### src/rtl/core/scp_pkg.sv
// Shared types and constants for the serial configuration command parser.
// Used by scp_regs, scp_core and serial_config_command_parser; depends on nothing.
`default_nettype none

package scp_pkg;

	// Input item kinds carried on s_tuser. Code 3 has no meaning and is ignored.
	localparam logic [1:0] KIND_BYTE  = 2'd0;
	localparam logic [1:0] KIND_TICK  = 2'd1;
	localparam logic [1:0] KIND_START = 2'd2;

	// Register indexes, taken from paddr[2].
	localparam logic REG_TIMEOUT = 1'b0;
	localparam logic REG_HEADER  = 1'b1;

	localparam int          PADDR_W     = 3;
	localparam logic [23:0] TIMEOUT_RST = 24'd5000;
	localparam logic [31:0] HEADER_RST  = 32'h4346_473A;   // "CFG:"
	localparam logic [23:0] TICK_MAX    = 24'hFF_FFFF;

	localparam logic [7:0] CHAR_COMMA = 8'h2C;
	localparam logic [7:0] CHAR_ZERO  = 8'h30;

	// Field indexes in the number phase.
	localparam logic [3:0] FIELD_SRC_LAST  = 4'd3;
	localparam logic [3:0] FIELD_PORT_LAST = 4'd6;
	localparam logic [3:0] FIELD_SRV_LAST  = 4'd10;
	localparam logic [3:0] FIELD_END       = 4'd12;
	localparam logic [1:0] GROUP_LAST      = 2'd3;

	typedef enum logic [1:0] {
		PH_IDLE = 2'd0,
		PH_SYNC = 2'd1,
		PH_NUM  = 2'd2
	} phase_t;

	typedef struct packed {
		logic [23:0] timeout_ticks;
		logic [31:0] header_word;
	} cfg_t;

	// Declared last field first so that echo_valid lands in bit 0 when packed.
	typedef struct packed {
		logic [15:0] server_port;
		logic [31:0] server_address;
		logic [15:0] device_id;
		logic [15:0] dest_port;
		logic [15:0] source_port;
		logic [31:0] source_address;
		logic        timed_out;
		logic        done_res;
		logic        busy_res;
		logic [7:0]  echo_byte;
		logic        echo_valid;
	} res_t;

	localparam int RES_W   = $bits(res_t);
	localparam int TDATA_W = ((RES_W + 7) / 8) * 8;

endpackage

`default_nettype wire

### src/rtl/core/scp_regs.sv
// Configuration registers of the command parser behind an APB-style port.
// Depends on scp_pkg for register indexes, reset values and cfg_t.
`default_nettype none

module scp_regs (
	input  wire logic                          clk,
	input  wire logic                          arst_n,
	input  wire logic                          psel,
	input  wire logic                          penable,
	input  wire logic                          pwrite,
	input  wire logic [scp_pkg::PADDR_W-1:0]   paddr,
	input  wire logic [31:0]                   pwdata,
	output logic      [31:0]                   prdata,
	output logic                               pready,
	output scp_pkg::cfg_t                      cfg
);

	logic [23:0] timeout_q;
	logic [31:0] header_q;
	logic        wr_en;
	logic        reg_sel;

	// Registers sit at byte addresses 0 and 4; only bit 2 selects between them.
	assign reg_sel = paddr[2];
	assign pready  = 1'b1;
	assign wr_en   = psel && penable && pwrite && pready;

	always_ff @(posedge clk or negedge arst_n) begin
		if (!arst_n) begin
			timeout_q <= scp_pkg::TIMEOUT_RST;
			header_q  <= scp_pkg::HEADER_RST;
		end else if (wr_en) begin
			if (reg_sel == scp_pkg::REG_TIMEOUT) begin
				timeout_q <= pwdata[23:0];
			end else begin
				header_q <= pwdata;
			end
		end
	end

	always_comb begin
		if (reg_sel == scp_pkg::REG_HEADER) begin
			prdata = header_q;
		end else begin
			prdata = {8'd0, timeout_q};
		end
	end

	assign cfg.timeout_ticks = timeout_q;
	assign cfg.header_word   = header_q;

endmodule

`default_nettype wire

### src/rtl/core/scp_core.sv
// Parser state and its combinational update for one request.
// Depends on scp_pkg for phase_t, cfg_t, res_t and character constants.
`default_nettype none

module scp_core (
	input  wire logic          clk,
	input  wire logic          arst_n,
	input  wire logic          step,
	input  wire logic [1:0]    kind,
	input  wire logic [7:0]    rx_byte,
	input  scp_pkg::cfg_t      cfg,
	output scp_pkg::res_t      res
);

	scp_pkg::phase_t phase_q, phase_d;
	logic [1:0]  group_q, group_d;
	logic [23:0] hdr_q, hdr_d;
	logic [3:0]  field_q, field_d;
	logic [15:0] acc_q, acc_d;
	logic [23:0] ticks_q, ticks_d;
	logic [31:0] src_q, src_d;
	logic [31:0] srv_q, srv_d;
	logic [15:0] ports_q [4];
	logic [15:0] ports_d [4];
	logic        done_q, done_d;
	logic        tmo_q, tmo_d;
	logic        echo_v;
	logic [7:0]  echo_b;
	logic [23:0] tick_inc;
	logic [15:0] acc_next;

	assign tick_inc = (ticks_q < scp_pkg::TICK_MAX) ? ticks_q + 24'd1 : ticks_q;
	// acc*10 as two shifts, then the digit offset; all modulo 2^16.
	assign acc_next = (acc_q << 3) + (acc_q << 1) + {8'd0, rx_byte}
		- {8'd0, scp_pkg::CHAR_ZERO};

	always_comb begin
		phase_d = phase_q;
		group_d = group_q;
		hdr_d   = hdr_q;
		field_d = field_q;
		acc_d   = acc_q;
		ticks_d = ticks_q;
		src_d   = src_q;
		srv_d   = srv_q;
		ports_d = ports_q;
		done_d  = done_q;
		tmo_d   = tmo_q;
		echo_v  = 1'b0;
		echo_b  = 8'd0;
		case (kind)
			scp_pkg::KIND_START: begin
				phase_d = scp_pkg::PH_SYNC;
				group_d = 2'd0;
				hdr_d   = 24'd0;
				field_d = 4'd0;
				acc_d   = 16'd0;
				ticks_d = 24'd0;
				done_d  = 1'b0;
				tmo_d   = 1'b0;
			end
			scp_pkg::KIND_TICK: begin
				if (phase_q != scp_pkg::PH_IDLE) begin
					ticks_d = tick_inc;
					if (tick_inc > cfg.timeout_ticks) begin
						phase_d = scp_pkg::PH_IDLE;
						tmo_d   = 1'b1;
						ticks_d = 24'd0;
					end
				end
			end
			scp_pkg::KIND_BYTE: begin
				if (phase_q == scp_pkg::PH_SYNC) begin
					ticks_d = 24'd0;
					if (group_q != scp_pkg::GROUP_LAST) begin
						hdr_d   = {hdr_q[15:0], rx_byte};
						group_d = group_q + 2'd1;
					end else begin
						echo_v = 1'b1;
						echo_b = rx_byte;
						if ({hdr_q, rx_byte} == cfg.header_word) begin
							phase_d = scp_pkg::PH_NUM;
							field_d = 4'd0;
							acc_d   = 16'd0;
						end
						group_d = 2'd0;
						hdr_d   = 24'd0;
					end
				end else if (phase_q == scp_pkg::PH_NUM) begin
					ticks_d = 24'd0;
					if (rx_byte == scp_pkg::CHAR_COMMA) begin
						if (field_q <= scp_pkg::FIELD_SRC_LAST) begin
							src_d = {src_q[23:0], acc_q[7:0]};
						end else if (field_q <= scp_pkg::FIELD_PORT_LAST) begin
							// Fields four to six map to ports 0..2 through their low bits.
							ports_d[field_q[1:0]] = acc_q;
						end else if (field_q <= scp_pkg::FIELD_SRV_LAST) begin
							srv_d = {srv_q[23:0], acc_q[7:0]};
						end else begin
							ports_d[3] = acc_q;
							done_d     = 1'b1;
							phase_d    = scp_pkg::PH_IDLE;
						end
						field_d = field_q + 4'd1;
						acc_d   = 16'd0;
					end else begin
						acc_d = acc_next;
					end
				end
			end
			default: begin
			end
		endcase
	end

	always_ff @(posedge clk or negedge arst_n) begin
		if (!arst_n) begin
			phase_q <= scp_pkg::PH_IDLE;
			group_q <= 2'd0;
			hdr_q   <= 24'd0;
			field_q <= 4'd0;
			acc_q   <= 16'd0;
			ticks_q <= 24'd0;
			src_q   <= 32'd0;
			srv_q   <= 32'd0;
			ports_q <= '{default: 16'd0};
			done_q  <= 1'b0;
			tmo_q   <= 1'b0;
		end else if (step) begin
			phase_q <= phase_d;
			group_q <= group_d;
			hdr_q   <= hdr_d;
			field_q <= field_d;
			acc_q   <= acc_d;
			ticks_q <= ticks_d;
			src_q   <= src_d;
			srv_q   <= srv_d;
			ports_q <= ports_d;
			done_q  <= done_d;
			tmo_q   <= tmo_d;
		end
	end

	always_comb begin
		res.echo_valid     = echo_v;
		res.echo_byte      = echo_b;
		res.busy_res       = (phase_d != scp_pkg::PH_IDLE);
		res.done_res       = done_d;
		res.timed_out      = tmo_d;
		res.source_address = src_d;
		res.source_port    = ports_d[0];
		res.dest_port      = ports_d[1];
		res.device_id      = ports_d[2];
		res.server_address = srv_d;
		res.server_port    = ports_d[3];
	end

	// A finished parse leaves the parser idle until the next start.
	a_done_idle: assert property (@(posedge clk) disable iff (!arst_n)
		done_q |-> phase_q == scp_pkg::PH_IDLE)
		else $error("done set while a parse is running");

	// A parse either completes or times out, never both.
	a_done_tmo: assert property (@(posedge clk) disable iff (!arst_n)
		!(done_q && tmo_q))
		else $error("done and timeout set together");

	// The field index never runs past the end of the command.
	a_field_rng: assert property (@(posedge clk) disable iff (!arst_n)
		field_q <= scp_pkg::FIELD_END)
		else $error("field index out of range");

	// A tick never moves the parser out of idle.
	a_tick_idle: assert property (@(posedge clk) disable iff (!arst_n)
		step && kind == scp_pkg::KIND_TICK && phase_q == scp_pkg::PH_IDLE
		|=> phase_q == scp_pkg::PH_IDLE)
		else $error("tick left the idle phase");

endmodule

`default_nettype wire

### src/rtl/core/serial_config_command_parser.sv
// Top level of the serial configuration command parser: input register,
// output register and stream handshakes. Instantiates scp_regs and scp_core.
//
//  channel   dir  handshake                    payload
//  s_*       in   s_tvalid / s_tready          s_tuser kind, s_tdata rx_byte
//  m_*       out  m_tvalid / m_tready          m_tdata result fields
//  apb       in   psel, penable, pwrite        paddr, pwdata, prdata
//
// One request per cycle sustained while m_tready stays high; the input register
// loads at the accepting edge and the state update is then registered in the
// output register, which drives m_tvalid.
// While a result waits on m_tready the input register holds one more request,
// then s_tready drops until the result is taken.
// Reset (arst_n low) empties both registers and returns the parser to idle.
`default_nettype none

module serial_config_command_parser (
	input  wire logic                                clk,
	input  wire logic                                arst_n,
	input  wire logic                                s_tvalid,
	output logic                                     s_tready,
	input  wire logic [7:0]                          s_tdata,   // [7:0] rx_byte
	input  wire logic [1:0]                          s_tuser,   // [1:0] kind
	output logic                                     m_tvalid,
	input  wire logic                                m_tready,
	// [0] echo_valid, [8:1] echo_byte, [9] busy_res, [10] done_res,
	// [11] timed_out, [43:12] source_address, [59:44] source_port,
	// [75:60] dest_port, [91:76] device_id, [123:92] server_address,
	// [139:124] server_port, [143:140] zero
	output logic [scp_pkg::TDATA_W-1:0]              m_tdata,
	input  wire logic                                psel,
	input  wire logic                                penable,
	input  wire logic                                pwrite,
	input  wire logic [scp_pkg::PADDR_W-1:0]         paddr,
	input  wire logic [31:0]                         pwdata,
	output logic      [31:0]                         prdata,
	output logic                                     pready
);

	scp_pkg::cfg_t cfg;
	scp_pkg::res_t res;

	logic                          valid_s1;
	logic [1:0]                    kind_s1;
	logic [7:0]                    byte_s1;
	logic                          tvalid_q;
	logic [scp_pkg::RES_W-1:0]     tdata_q;
	logic                          load_out;
	logic                          step;
	logic                          in_acc;

	assign load_out = !tvalid_q || m_tready;
	assign step     = valid_s1 && load_out;
	assign s_tready = !valid_s1 || load_out;
	assign in_acc   = s_tvalid && s_tready;

	always_ff @(posedge clk or negedge arst_n) begin
		if (!arst_n) begin
			valid_s1 <= 1'b0;
			tvalid_q <= 1'b0;
		end else begin
			if (in_acc) begin
				valid_s1 <= 1'b1;
			end else if (step) begin
				valid_s1 <= 1'b0;
			end
			if (load_out) begin
				tvalid_q <= valid_s1;
			end
		end
	end

	always_ff @(posedge clk) begin
		if (in_acc) begin
			kind_s1 <= s_tuser;
			byte_s1 <= s_tdata;
		end
		if (step) begin
			tdata_q <= res;
		end
	end

	scp_regs u_regs (
		.clk     (clk),
		.arst_n  (arst_n),
		.psel    (psel),
		.penable (penable),
		.pwrite  (pwrite),
		.paddr   (paddr),
		.pwdata  (pwdata),
		.prdata  (prdata),
		.pready  (pready),
		.cfg     (cfg)
	);

	scp_core u_core (
		.clk     (clk),
		.arst_n  (arst_n),
		.step    (step),
		.kind    (kind_s1),
		.rx_byte (byte_s1),
		.cfg     (cfg),
		.res     (res)
	);

	assign m_tvalid = tvalid_q;
	assign m_tdata  = {{(scp_pkg::TDATA_W - scp_pkg::RES_W){1'b0}}, tdata_q};

endmodule

`default_nettype wire
### config.mk
export PLATFORM = sky130hd
export DESIGN_NAME = serial_config_command_parser
export DESIGN_NICKNAME = d
export VERILOG_FILES = /design/src/rtl/core/scp_pkg.sv /design/src/rtl/core/scp_regs.sv /design/src/rtl/core/scp_core.sv /design/src/rtl/core/serial_config_command_parser.sv
export SDC_FILE = /design/constraint.sdc
export NUM_CORES = 1
export LEC_CHECK = 0
export BUFFER_PORTS_ARGS = -buffer_cell sky130_fd_sc_hd__buf_2
export CELL_PAD_IN_SITES_DETAIL_PLACEMENT = 0
export CELL_PAD_IN_SITES_GLOBAL_PLACEMENT = 1
export CORE_MARGIN = 2
export CORE_UTILIZATION = 49
export CTS_BUF_LIST = sky130_fd_sc_hd__clkbuf_2
export DETAILED_ROUTE_END_ITERATION = 16
export PLACE_DENSITY_LB_ADDON = 0.1
export SYNTH_ARGS = -nofsm -noshare
export SYNTH_HDL_FRONTEND = slang
export SYNTH_SLANG_ARGS = --single-unit
### constraint.sdc
create_clock -name clk -period 8.2 [get_ports clk]
set_input_delay 1.64 -clock clk [delete_from_list [all_inputs] [get_ports clk]]
set_output_delay 1.64 -clock clk [all_outputs]
set_load 0.1 [all_outputs]
==> results.md <==
* Run status: finished, final reports clean
* Reg2reg setup slack at 2350 ps
* Met1 usage at 0.337
* CP Buf/Inv Count at 1
* Largest family of logic cells by synthesized area: multiplexers
* Main synth FF type: dfrtp_1
* Share of cells above drive strength 1 at 0.372
* Max Clk Rate at 171 MHz
* WHS at 485 ps
* DR vias/cell at ~5.3
* Crit path launch type: register
* Peak supply drop at 0.129 mV
* CP endpoint kind: register
* Pre-antenna DRT Iters at 5
* Die H at 201 um
* Vias in the first global route at 12.4k
* GR met2 Demand/Resource at 0.333
* CP max stage cell: a31oi_1
* #FFs+latches synth at 410
* CTS tree: built
* Cell family with most CP delay: simple AND/OR/NAND/NOR gates
* HP Class: register to register
* Avg WL per Cell at 19.0 um
* Crit-path max FO at 11
* Drt total wl at around 45,000 um
* # nets final at 1,901
* Power density over the cells at 255 mW/mm^2
* Max H-tree Level at 3
* Most frequent cells in the layout: 241 x dfrtp_1, 239 x mux2_2, 222 x buf_2
* Yosys top cell by area: dfrtp_1
* Worst-margin pin slew at 1070 ps
* Mux contribution to synthesized area at 0.142
* Grt ovf at 0
* Setup TNS at 0 ps
* First-pass GRT wire length at 70,900 um
* M3 GR Usage at 0.0471
* Die ar. at ~0.04 sq mm
* Clk sink count at 410
* Post-Syn Instances at 1,501
* Max stage delay on crit path at 760 ps
* Hpwl dp at 30,800 um
* Iter 0 DRT Violations at 758
* DRT antenna net count at 0
* Hold Fails Final Rpt at 0
* # DRC at 0
* Area Growth Syn to Fin at 13.9%
* Post-synthesis simple-gate area fraction at 0.0844
* Core footprint at 0.0385 sq mm
* Placer Congestion at 0.831
* Synth area leaders: dfrtp_1 32%, edfxtp_1 24%, mux2_2 14%
* Max-slew headroom at 0.283
* CTS Buffer Depth at 3
* XOR/XNOR Fraction of Synth Area at 0.0295
* Lkg Pwr at approximately 10 nW
* Post-synthesis compound-gate area fraction at 0.0813
* Initial antenna violation count at 2
* CP required at just over 9000 ps
* Via Count at 12.6k
* Share of the synthesized area in the top cell type at 0.317
* Total power at approximately 5.5 mW
* Die span in x at approximately 200 um
* Worst-path clk slew at approximately 100 ps
* Starting density of the core at 0.494
* Fillers at about 3.4k
* Synth Cell Area at approximately 0.019 sq mm
* Commonest non-fill, non-tap cell in the layout: dfrtp_1
* Max-slew violations at 0
* # resized after CTS at 0
* Skew final at 69.0 ps
* Post-synth cell types at 70
* Setup Fix Bufs, Post-CTS at 0
* PortBufs at around 220
* Cts bufs inserted at 105
* Seq/Total Area, Yosys at 0.580
* Worst Path Arrival at 6800 ps
* Tcrit/Tclk final at 0.713
* Largest net degree at the start of global routing at 153
* Final setup fails at 0
* MaxCap Viol Count at 0
* # IOs at ~230
* Root Buffer: clkbuf_2
* CTS Hold Bufs at 0
* FFs w/ async S/R, synth at 0.634
* GR peak layer: met1
* Tmin final at 5850 ps
* Avg Cell Area, Syn at around 13 sq um
* Adder-Cell Fraction of Synth Area at 0.0510
* Cells along the critical path: and4_1 > and4_1 > a31oi_1 > nor4b_1 > nand2_1 > xnor2_1 > ha_1 > nand4_1 > nor4_1 > nand2_1 > o311ai_0 > nand4_1 > buf_4 > nor2_1 > a22o_1
* RSZ-0062 raised after global routing: no
* Skew-Pair Late Insertion Delay at 1040 ps
* FP Rows at 72
* Syn. warnings at 0
* Post-synth EDFFs at 150
* Gr usage total at 0.226
* Critical path class: register to register
-- flip-flops by register name, summed over array words and instances, names as in the netlist, 24 cells and up --
name and cells:
u_core.ticks_q 24, u_regs.header_q 32, tdata_q 140, u_core.srv_q 32
u_core.ports_q 64, u_regs.timeout_q 24, u_core.src_q 32, u_core.hdr_q 24
-- cell usage after synthesis (6+ instances only) --
cell type / n
nor3_1: 6
nand2b_1: 8
edfxtp_1: 150
nor2_1: 23
fa_1: 6
and3_1: 7
nor4_1: 10
buf_2: 15
dfstp_2: 19
a22o_1: 35
nand4_1: 15
and2_1: 24
o21ai_0: 135
ha_1: 68
a21oi_1: 16
clkbuf_1: 50
nand2_1: 162
a31oi_1: 8
xnor2_1: 26
nand3_1: 22
inv_1: 73
xor2_1: 38
nor2b_1: 8
a31o_2: 7
dfrtp_1: 241
o31ai_1: 12
mux2_2: 239
-- worst reg2reg max path: stages, from the launching register on --
cell and delay, ps:
dfrtp_1 480, and4_1 280, and4_1 330, a31oi_1 770
nor4b_1 590, nand2_1 220, xnor2_1 190, ha_1 300
nand4_1 170, nor4_1 390, nand2_1 160, o311ai_0 220
nand4_1 470, buf_4 330, nor2_1 650, a22o_1 260
-- power breakdown --
group / internal, mW / switching (mW) / leakage [nW]
combinational: 0.456 / 1.14 / 4.39
clock: 0.633 / 0.836 / 0.797
sequential: 2.29 / 0.157 / 4.98
total: 3.38 / 2.14 / 10.2
-- kinds of logic (layout without fill, tap and decap cells) --
group | Yosys count | count (layout)
DFF | 410 | 410
adders and majority gates | 74 | 74
AOI/OAI and AO/OA | 245 | 245
xor gates and xnor gates | 64 | 64
buffers and inverters | 146 | 508
and+or+nand+nor | 320 | 320
other | 2 | 7
muxes | 240 | 240
-- path summary, 6_finish.rpt --
check | start | endpoint | cells after the start
worst max-delay path | u_core.ticks_q[3] | u_core.ticks_q[17] | 15
worst min-delay path | valid_s1 | m_tvalid | 1
worst max register to register | u_core.ticks_q[3] | u_core.ticks_q[17] | 15
worst min register to register | valid_s1 | m_tvalid | 1
max in group asynchronous | arst_n | u_core.hdr_q[14] | 2
min in group asynchronous | arst_n | u_regs.timeout_q[5] | 1
-- layout make-up --
| cell class | instances | area [sq um] | share of cell area |
|---|---|---|---|
| Sequential cell | 410 | 11000 | 0.509 |
| Multi-Input combinational cell | 948 | 7420 | 0.342 |
| Timing Repair Buffer | 237 | 1240 | 0.0574 |
| Clock buffer | 167 | 836 | 0.0386 |
| Tap cell | 518 | 648 | 0.0299 |
| Inverter | 73 | 279 | 0.0129 |
| Clock inverter | 31 | 200 | 0.00924 |
| Antenna cell | 2 | 5.00 | 0.000231 |
-- stage by stage --
stage | worst slack (ps) | std cells | utilization | cell area (sq um)
after floorplan | 341 | 1504 | - | 19000
after global placement | 2600 | 2186 | 0.536 | 20600
after detailed placement | 2480 | 2186 | 0.536 | 20600
after CTS | 2420 | 2384 | 0.563 | 21700
after global routing | 2000 | 2386 | 0.563 | 21700
final | 2350 | 2386 | 0.563 | 21700
-- metal layers --
layer / wire length (um) / vias to the layer above
met1: 22300 / 6261
met5: 13 / -
met3: 2300 / 64
li1: - / 5988
met4: 732 / 2
met2: 19900 / 291
Note: power is estimated with default switching activity, not from simulation.
